File: src/rtl/udpm_pkg.sv
// ----------------------------------------------------------------------------
// udpm_pkg
// Shared types, constants and helpers for the percent-decode pattern matcher.
// ----------------------------------------------------------------------------
package udpm_pkg;

  localparam int unsigned MaxPatternDefault = 16;
  localparam int unsigned PatBytes          = 15;
  localparam int unsigned PatWidth          = PatBytes * 8;
  localparam int unsigned CfgDataWidth      = 64;
  localparam int unsigned CfgIdxWidth       = 2;
  localparam int unsigned LenWidth          = 4;

  localparam logic [63:0] PatLowReset  = 64'h7261_6D2D_6C65_6B73;
  localparam logic [55:0] PatHighReset = 56'h00_0000_0072_656B;
  localparam logic [3:0]  PatLenReset  = 4'd11;

  localparam logic [7:0] CharPct  = 8'h25;
  localparam logic [7:0] CaseBit  = 8'h20;
  localparam logic [7:0] CharZero = 8'h30;
  localparam logic [7:0] CharNine = 8'h39;
  localparam logic [7:0] CharUpA  = 8'h41;
  localparam logic [7:0] CharUpZ  = 8'h5A;
  localparam logic [7:0] CharLoA  = 8'h61;
  localparam logic [7:0] CharLoF  = 8'h66;
  localparam logic [3:0] HexTen   = 4'd10;

  typedef enum logic [CfgIdxWidth-1:0] {
    REG_PAT_LOW  = 2'd0,
    REG_PAT_HIGH = 2'd1,
    REG_PAT_LEN  = 2'd2
  } reg_idx_e;

  typedef enum logic {
    OP_DATA = 1'b0,
    OP_END  = 1'b1
  } op_e;

  typedef enum logic [2:0] {
    PH_IDLE = 3'b001,
    PH_PCT  = 3'b010,
    PH_HEX  = 3'b100
  } phase_e;

  typedef struct packed {
    logic       ok;
    logic [3:0] val;
  } hex_t;

  typedef struct packed {
    logic       stream_end;
    logic [7:0] decoded_byte;
    logic       byte_valid;
    logic       matched;
  } result_t;

  function automatic logic [7:0] to_lower(input logic [7:0] c);
    logic [7:0] r;
    r = c;
    if (c >= CharUpA && c <= CharUpZ) begin
      r = c | CaseBit;
    end
    return r;
  endfunction

  function automatic hex_t hex_value(input logic [7:0] ch);
    hex_t       h;
    logic [7:0] c;
    c     = ch | CaseBit;
    h.ok  = 1'b0;
    h.val = '0;
    if (ch >= CharZero && ch <= CharNine) begin
      h.ok  = 1'b1;
      h.val = ch[3:0];
    end else if (c >= CharLoA && c <= CharLoF) begin
      h.ok  = 1'b1;
      h.val = 4'(c - CharLoA) + HexTen;
    end
    return h;
  endfunction

endpackage

File: src/rtl/udpm_match.sv
// ----------------------------------------------------------------------------
// udpm_match
// Parallel window compare of the decoded history against the pattern.
// ----------------------------------------------------------------------------
module udpm_match #(
  parameter int unsigned HistDepth = udpm_pkg::MaxPatternDefault - 1,
  parameter int unsigned CntWidth  = $clog2(HistDepth + 1)
) (
  input  logic [HistDepth-1:0][7:0]        hist_i,
  input  logic [CntWidth-1:0]              count_i,
  input  logic [udpm_pkg::PatWidth-1:0]    pattern_i,
  input  logic [udpm_pkg::LenWidth-1:0]    pattern_len_i,
  output logic                             hit_o
);

  logic [HistDepth-1:0][7:0] pat_lc;
  logic [HistDepth:1]        win;

  for (genvar i = 0; i < HistDepth; i++) begin : g_pat
    assign pat_lc[i] = udpm_pkg::to_lower(pattern_i[8*i +: 8]);
  end

  for (genvar l = 1; l <= HistDepth; l++) begin : g_win
    logic [HistDepth-1:0] eq;
    for (genvar i = 0; i < HistDepth; i++) begin : g_eq
      if (i < l) begin : g_cmp
        assign eq[i] = (pat_lc[i] == hist_i[l-1-i]);
      end else begin : g_pad
        assign eq[i] = 1'b1;
      end
    end
    assign win[l] = &eq;
  end

  always_comb begin
    hit_o = 1'b0;
    for (int l = 1; l <= HistDepth; l++) begin
      if (pattern_len_i == udpm_pkg::LenWidth'(l) && count_i >= CntWidth'(l) && win[l]) begin
        hit_o = 1'b1;
      end
    end
  end

endmodule

File: src/rtl/uri_decode_pattern_matcher.sv
// ----------------------------------------------------------------------------
// uri_decode_pattern_matcher
// Percent-decodes a byte stream and flags a case-insensitive pattern hit.
//
//  channel   dir  handshake                    content
//  s_axis    in   s_axis_tvalid/s_axis_tready  tdata: data_byte; tuser: op
//  m_axis    out  m_axis_tvalid/m_axis_tready  tdata: matched, decoded_byte;
//                                              tuser: byte_valid; tlast: stream_end
//  cfg       in   cfg_we_i                     cfg_idx_i, cfg_data_i
//
//  One word per cycle while m_axis_tready is high; results are registered.
//  Decode, history shift and the window compare sit between the input
//  handshake and the output register; a skid register absorbs one stalled word.
//  Reset clears the decoder, history fill count and match flag and loads the pattern
//  "skel-marker" with length 11. An end-of-stream word clears the same state.
// ----------------------------------------------------------------------------
module uri_decode_pattern_matcher #(
  parameter int unsigned MAX_PATTERN = udpm_pkg::MaxPatternDefault
) (
  input  logic                               clk_i,
  input  logic                               rst_ni,
  input  logic                               s_axis_tvalid,
  output logic                               s_axis_tready,
  input  logic [7:0]                         s_axis_tdata,  // data_byte
  input  logic                               s_axis_tuser,  // op
  output logic                               m_axis_tvalid,
  input  logic                               m_axis_tready,
  output logic [15:0]                        m_axis_tdata,  // matched, decoded_byte
  output logic                               m_axis_tuser,  // byte_valid
  output logic                               m_axis_tlast,
  input  logic                               cfg_we_i,
  input  logic [udpm_pkg::CfgIdxWidth-1:0]   cfg_idx_i,
  input  logic [udpm_pkg::CfgDataWidth-1:0]  cfg_data_i
);

  localparam int unsigned HistDepth = MAX_PATTERN - 1;
  localparam int unsigned CntWidth  = $clog2(HistDepth + 1);

  logic [63:0] pat_low_q;
  logic [55:0] pat_high_q;
  logic [3:0]  pat_len_q;

  udpm_pkg::phase_e          phase_q, phase_d;
  logic [3:0]                nib_q, nib_d;
  logic [HistDepth-1:0][7:0] hist_q, hist_new;
  logic [CntWidth-1:0]       cnt_q, cnt_new, cnt_d;
  logic                      match_q, match_d;

  udpm_pkg::hex_t    hex;
  udpm_pkg::result_t res, out_q, skid_q;
  logic              out_valid_q, skid_valid_q;
  logic              dec_valid, hit, accept, take, is_end;
  logic [7:0]        dec_raw, dec;

  assign s_axis_tready = !skid_valid_q;
  assign accept        = s_axis_tvalid && s_axis_tready;
  assign take          = out_valid_q && m_axis_tready;
  assign is_end        = (udpm_pkg::op_e'(s_axis_tuser) == udpm_pkg::OP_END);

  always_ff @(posedge clk_i or negedge rst_ni) begin
    if (!rst_ni) begin
      pat_low_q  <= udpm_pkg::PatLowReset;
      pat_high_q <= udpm_pkg::PatHighReset;
      pat_len_q  <= udpm_pkg::PatLenReset;
    end else if (cfg_we_i) begin
      unique case (cfg_idx_i)
        udpm_pkg::REG_PAT_LOW:  pat_low_q  <= cfg_data_i;
        udpm_pkg::REG_PAT_HIGH: pat_high_q <= cfg_data_i[55:0];
        udpm_pkg::REG_PAT_LEN:  pat_len_q  <= cfg_data_i[3:0];
        default: ;
      endcase
    end
  end

  assign hex = udpm_pkg::hex_value(s_axis_tdata);

  always_comb begin
    phase_d   = phase_q;
    nib_d     = nib_q;
    dec_valid = 1'b0;
    dec_raw   = s_axis_tdata;
    unique case (phase_q)
      udpm_pkg::PH_PCT: begin
        if (hex.ok) begin
          nib_d   = hex.val;
          phase_d = udpm_pkg::PH_HEX;
        end else begin
          phase_d   = udpm_pkg::PH_IDLE;
          dec_valid = 1'b1;
        end
      end
      udpm_pkg::PH_HEX: begin
        phase_d   = udpm_pkg::PH_IDLE;
        dec_valid = hex.ok;
        dec_raw   = {nib_q, hex.val};
      end
      default: begin
        if (s_axis_tdata == udpm_pkg::CharPct) begin
          phase_d = udpm_pkg::PH_PCT;
        end else begin
          phase_d   = udpm_pkg::PH_IDLE;
          dec_valid = 1'b1;
        end
      end
    endcase
  end

  assign dec = udpm_pkg::to_lower(dec_raw);

  assign hist_new[0] = dec;
  if (HistDepth > 1) begin : g_shift
    assign hist_new[HistDepth-1:1] = hist_q[HistDepth-2:0];
  end

  assign cnt_new = (cnt_q == CntWidth'(HistDepth)) ? cnt_q : cnt_q + 1'b1;

  udpm_match #(
    .HistDepth (HistDepth),
    .CntWidth  (CntWidth)
  ) u_match (
    .hist_i        (hist_new),
    .count_i       (cnt_new),
    .pattern_i     ({pat_high_q, pat_low_q}),
    .pattern_len_i (pat_len_q),
    .hit_o         (hit)
  );

  always_comb begin
    match_d = match_q | (dec_valid & hit);
    cnt_d   = dec_valid ? cnt_new : cnt_q;
    if (is_end) begin
      res.matched      = match_q;
      res.byte_valid   = 1'b0;
      res.decoded_byte = '0;
      res.stream_end   = 1'b1;
    end else begin
      res.matched      = match_d;
      res.byte_valid   = dec_valid;
      res.decoded_byte = dec_valid ? dec : 8'h00;
      res.stream_end   = 1'b0;
    end
  end

  always_ff @(posedge clk_i or negedge rst_ni) begin
    if (!rst_ni) begin
      phase_q <= udpm_pkg::PH_IDLE;
      nib_q   <= '0;
      cnt_q   <= '0;
      match_q <= 1'b0;
    end else if (accept) begin
      if (is_end) begin
        phase_q <= udpm_pkg::PH_IDLE;
        nib_q   <= '0;
        cnt_q   <= '0;
        match_q <= 1'b0;
      end else begin
        phase_q <= phase_d;
        nib_q   <= nib_d;
        cnt_q   <= cnt_d;
        match_q <= match_d;
      end
    end
  end

  always_ff @(posedge clk_i) begin
    if (accept && !is_end && dec_valid) begin
      hist_q <= hist_new;
    end
  end

  always_ff @(posedge clk_i or negedge rst_ni) begin
    if (!rst_ni) begin
      out_valid_q  <= 1'b0;
      skid_valid_q <= 1'b0;
    end else if (!out_valid_q || take) begin
      if (skid_valid_q) begin
        out_valid_q  <= 1'b1;
        skid_valid_q <= 1'b0;
      end else begin
        out_valid_q <= accept;
      end
    end else if (accept) begin
      skid_valid_q <= 1'b1;
    end
  end

  always_ff @(posedge clk_i) begin
    if (!out_valid_q || take) begin
      out_q <= skid_valid_q ? skid_q : res;
    end
    if (accept && out_valid_q && !take) begin
      skid_q <= res;
    end
  end

  assign m_axis_tvalid = out_valid_q;
  assign m_axis_tdata  = {7'b0, out_q.decoded_byte, out_q.matched};
  assign m_axis_tuser  = out_q.byte_valid;
  assign m_axis_tlast  = out_q.stream_end;

`ifndef SYNTH
  a_skid_implies_out: assert property (@(posedge clk_i) disable iff (!rst_ni)
    skid_valid_q |-> out_valid_q)
    else $error("skid word held without output word");

  a_end_clears: assert property (@(posedge clk_i) disable iff (!rst_ni)
    (accept && is_end) |=> (phase_q == udpm_pkg::PH_IDLE && cnt_q == '0 && !match_q))
    else $error("state not cleared after end of stream");

  a_end_no_byte: assert property (@(posedge clk_i) disable iff (!rst_ni)
    (m_axis_tvalid && m_axis_tlast) |-> (!m_axis_tuser && m_axis_tdata[8:1] == 8'h00))
    else $error("end-of-stream word carries a byte");

  a_match_sticky: assert property (@(posedge clk_i) disable iff (!rst_ni)
    (match_q && !(accept && is_end)) |=> match_q)
    else $error("match flag dropped inside a stream");
`endif

endmodule

File: config.mk
export PLATFORM = sky130hd
export DESIGN_NAME = uri_decode_pattern_matcher
export DESIGN_NICKNAME = d
export VERILOG_FILES = /design/src/rtl/udpm_pkg.sv /design/src/rtl/udpm_match.sv /design/src/rtl/uri_decode_pattern_matcher.sv
export SDC_FILE = /design/constraint.sdc
export NUM_CORES = 1
export LEC_CHECK = 0
export BUFFER_PORTS_ARGS = -buffer_cell sky130_fd_sc_hd__buf_4
export CAP_MARGIN = 30
export CORE_ASPECT_RATIO = 0.5
export CORE_MARGIN = 10
export CORE_UTILIZATION = 30
export CTS_CLUSTER_DIAMETER = 40
export DETAILED_ROUTE_END_ITERATION = 10
export SLEW_MARGIN = 30
export SYNTH_ARGS = -nofsm -noshare
export SYNTH_HDL_FRONTEND = slang
export SYNTH_HIERARCHICAL = 1
export SYNTH_SLANG_ARGS = --single-unit
File: constraint.sdc
create_clock -name clk_i -period 10.4 [get_ports clk_i]
set_input_delay 0.52 -clock clk_i [delete_from_list [all_inputs] [get_ports clk_i]]
set_output_delay 0.52 -clock clk_i [all_outputs]
set_load 0.02 [all_outputs]
==> results.sh <==
export IMPL_grt_usage_pct=27.7
export IMPL_worstPathRequired_ps=10910
export IMPL_p_per_area_nw_per_um2=194
export IMPL_netlist_instances=2380
export IMPL_hold_ws_ps=155
export IMPL_irDropWorstVdd_mv=0.119
export IMPL_ys_ff_latch=272
export IMPL_swShare_pct=42.8
export IMPL_internal_power_mw=2.90
export IMPL_fin_util_pct=34.6
export IMPL_leakage_nw=8.59
export IMPL_worstPathMaxFanout=16
export IMPL_rows=71
export IMPL_multi_input_area_um2=14000
export IMPL_hold_viol=0
export IMPL_fillCellCount=7664
export IMPL_chipWidth_um=411
export IMPL_cts_sinks=272
export IMPL_pwr_share_comb_pct=35.7
export IMPL_insertion_delay_ps=610
export IMPL_ctsHoldBuffers=1
export IMPL_numPortBuffers=92
export IMPL_final_common_cell="xnor2_1"
export IMPL_cts_setup_buffers=0
export IMPL_firstDrtPassIters=6
export IMPL_die_h_um=215
export IMPL_viasPerCell=6.27
export IMPL_arrival_ps=5970
export IMPL_clock_path_buffers=3
export IMPL_finalSetupViolations=0
export IMPL_crit_chain="nor3b_4 > o21ai_0 > o21ai_1 > o31a_1 > inv_1 > buf_4 > xnor2_1 > nand4_1 > nor4_1 > nand4_1 > nor4_1 > nand3_1 > o2111ai_1 > or4_1 > inv_1 > nor3_1 > a2bb2oi_1"
export IMPL_cpPeakStageDelay_ps=820
export IMPL_clkTransAtPathRegs_ps=60
export IMPL_ys_warn_count=6
export IMPL_fmax_mhz=183
export IMPL_synth_edff_count=134
export IMPL_htreeDepth=2
export IMPL_dpl_hpwl_um=88800
export IMPL_tns_ps=0
export IMPL_seq_area_um2=7540
export IMPL_hp_class="primary input to register"
export IMPL_cts_resized=0
export IMPL_pwr_share_seq_pct=35.7
export IMPL_p_sw_mw=2.16
export IMPL_syn_area_per_cell_um2=9.63
export IMPL_wl_um=130000
export IMPL_core_area_um2=75400
export IMPL_grt_pass1_wl_um=172000
export IMPL_wire_per_inst_um=37.9
export IMPL_async_reset_ff_share_pct=50.7
export IMPL_vias=21410
export IMPL_mappedNetlistArea_um2=22900
export IMPL_fin_crit_ps=5460
export IMPL_dieArea_um2=88500
export IMPL_drc=0
export IMPL_place_gp_congestion=1.10
export IMPL_start_util_pct=30.4
export IMPL_synth_flop_cell="edfxtp_1"
export IMPL_cpMaxStageDelayCell="nor4_1"
export IMPL_io_pins=100
export IMPL_max_slew_margin_pct=23.9
export IMPL_clkPwrFrac_pct=28.6
export IMPL_cts_root_buf="clkbuf_16"
export IMPL_critPathKind="register to register"
export IMPL_end_kind="register"
export IMPL_drv_slew=0
export IMPL_cp_start_kind="register"
export IMPL_drv_cap=0
export IMPL_fin_crit_sh_pct=52.5
export IMPL_cts_buffers=41
export IMPL_syn_to_final_growth_pct=13.7
export IMPL_fin_skew_ps=27.3
export IMPL_seq_area_frac_synth_pct=32.9
export IMPL_grt_max_degree=74
export IMPL_drive_gt1_share_pct=20.2
export IMPL_totalPowerFinal_mw=5.06
export IMPL_grt_pass1_vias=19795
export IMPL_tritoncts="done"
export IMPL_final_cell_mix="xnor2_1, buf_4, xor2_1, nand4_1, edfxtp_1"
export IMPL_r2r_slack_ps=4940
export IMPL_netlist_cell_type_count=80
export IMPL_grt_overflow_total=0
export IMPL_worst_pin_slew_ps=1130
export IMPL_run_status="complete, no violations"
export IMPL_antenna_found_initial=5
export IMPL_drt_iter0_drc=3910
export IMPL_rsz0062_at_grt="false"
export IMPL_final_nets=2439
export IMPL_antenna_left=0
==> cell families (layout without fill, tap and decap cells) <==
| logic type | after synthesis | in the layout | share of synthesized area, % |
|---|---|---|---|
| buffers and inverters | 358 | 360 | 6.69 |
| other | 1 | 14 | 0.0164 |
| and+or+nand+nor | 517 | 517 | 13.0 |
| xor gates and xnor gates | 884 | 884 | 33.8 |
| muxes | 137 | 137 | 6.70 |
| adders and majority gates | 4 | 4 | 0.218 |
| DFF | 272 | 272 | 32.9 |
| AOI/OAI and AO/OA | 207 | 207 | 6.75 |
==> per-layer routing <==
| layer | up-vias | part of all wire (%) | global-route usage (%) |
|---|---|---|---|
| li1 | 8166 | - | - |
| met1 | 10572 | 39 | 35.9 |
| met2 | 2073 | 38 | 36.8 |
| met3 | 595 | 16 | 12.9 |
| met4 | 4 | 7.2 | 15.5 |
| met5 | - | 0.10 | 1.89 |
==> worst paths after layout <==
path	startpoint	endpoint	cells after the start
max in group asynchronous	rst_ni	pat_low_q[36]	3
hold / removal	s_axis_tvalid	m_axis_tvalid	3
setup reg to reg	phase_q[1]	match_q	17
min in group asynchronous	rst_ni	pat_low_q[56]	2
hold reg to reg	hist_new[44]	hist_new[52]	0
setup / recovery	phase_q[1]	match_q	17
==> synth_stat cells (5+ instances only) <==
master,n,area [um^2]
a21oi_1,34,170
a221oi_1,5,43.8
a22o_1,8,70.1
a22oi_1,9,67.6
a2bb2oi_1,9,78.8
a31oi_1,9,56.3
and3_1,7,43.8
buf_1,45,169
buf_2,84,420
buf_4,10,75.1
buf_6,6,67.6
clkbuf_1,130,488
dfrtp_1,87,2180
dfstp_2,51,1340
edfxtp_1,134,4020
inv_1,81,304
mux2_2,127,1430
mux2i_1,9,90.1
nand2_1,44,165
nand2b_1,25,156
nand3_1,24,120
nand4_1,172,1080
nor2_1,52,195
nor2b_1,13,81.3
nor3_1,46,230
nor4_1,101,632
o2111ai_1,23,201
o211ai_1,7,52.6
o21ai_0,12,60.1
o21ai_1,5,25.0
o221ai_1,5,43.8
o22ai_1,26,163
o2bb2ai_1,5,43.8
o31ai_1,12,90.1
or2_2,5,31.3
or4_1,6,45.0
xnor2_1,708,6200
xor2_1,176,1540
==> metrics by stage <==
step	area, um^2	worst slack [ps]	instances
detailed placement	24600	5030	3332
CTS	26000	5250	3409
global route	26000	4660	3410
floorplan	22900	394	2386
finish	26100	4940	3417
global placement	24500	5060	3329
==> worst max-delay path: cells and delay by family (launching register included) <==
family	cells	cell delay, ps
AOI/OAI and AO/OA	5	1020
xor gates and xnor gates	1	230
buffers and inverters	3	500
DFF	1	420
and+or+nand+nor	8	3180
==> area by class of cell <==
type | instances | area share (%)
clock inverter | 23 | 1.12
antenna | 7 | 0.0672
sequential | 272 | 28.9
tap | 1022 | 4.91
multi-input combinational | 1756 | 53.5
inverter | 82 | 1.18
timing repair buffer | 202 | 5.94
clock buffer | 53 | 4.31
==> state kept, by name (all words and copies together), names as in the netlist <==
| name | flops |
|---|---|
| pat_len_q | 4 |
| pat_high_q | 56 |
| m_axis_tvalid | 1 |
| nib_q | 4 |
| phase_q | 3 |
| match_q | 1 |
| pat_low_q | 64 |
| cnt_q | 4 |
| m_axis_tdata | 9 |
| m_axis_tuser | 1 |
| m_axis_tlast | 1 |
| skid_valid_q | 1 |
| hist_new | 112 |
| skid_q | 11 |
==> power by group through the flow <==
stage | Combinational, mW | Clock [mW] | Sequential [mW]
global placement | 1.68 | 0 | 1.78
detailed placement | 1.69 | 0 | 1.77
CTS | 1.70 | 1.47 | 1.76
global route | 1.84 | 1.52 | 1.77
finish | 1.81 | 1.45 | 1.80
floorplan | 1.34 | 0 | 1.38
Power figures use the tool's default switching activity.
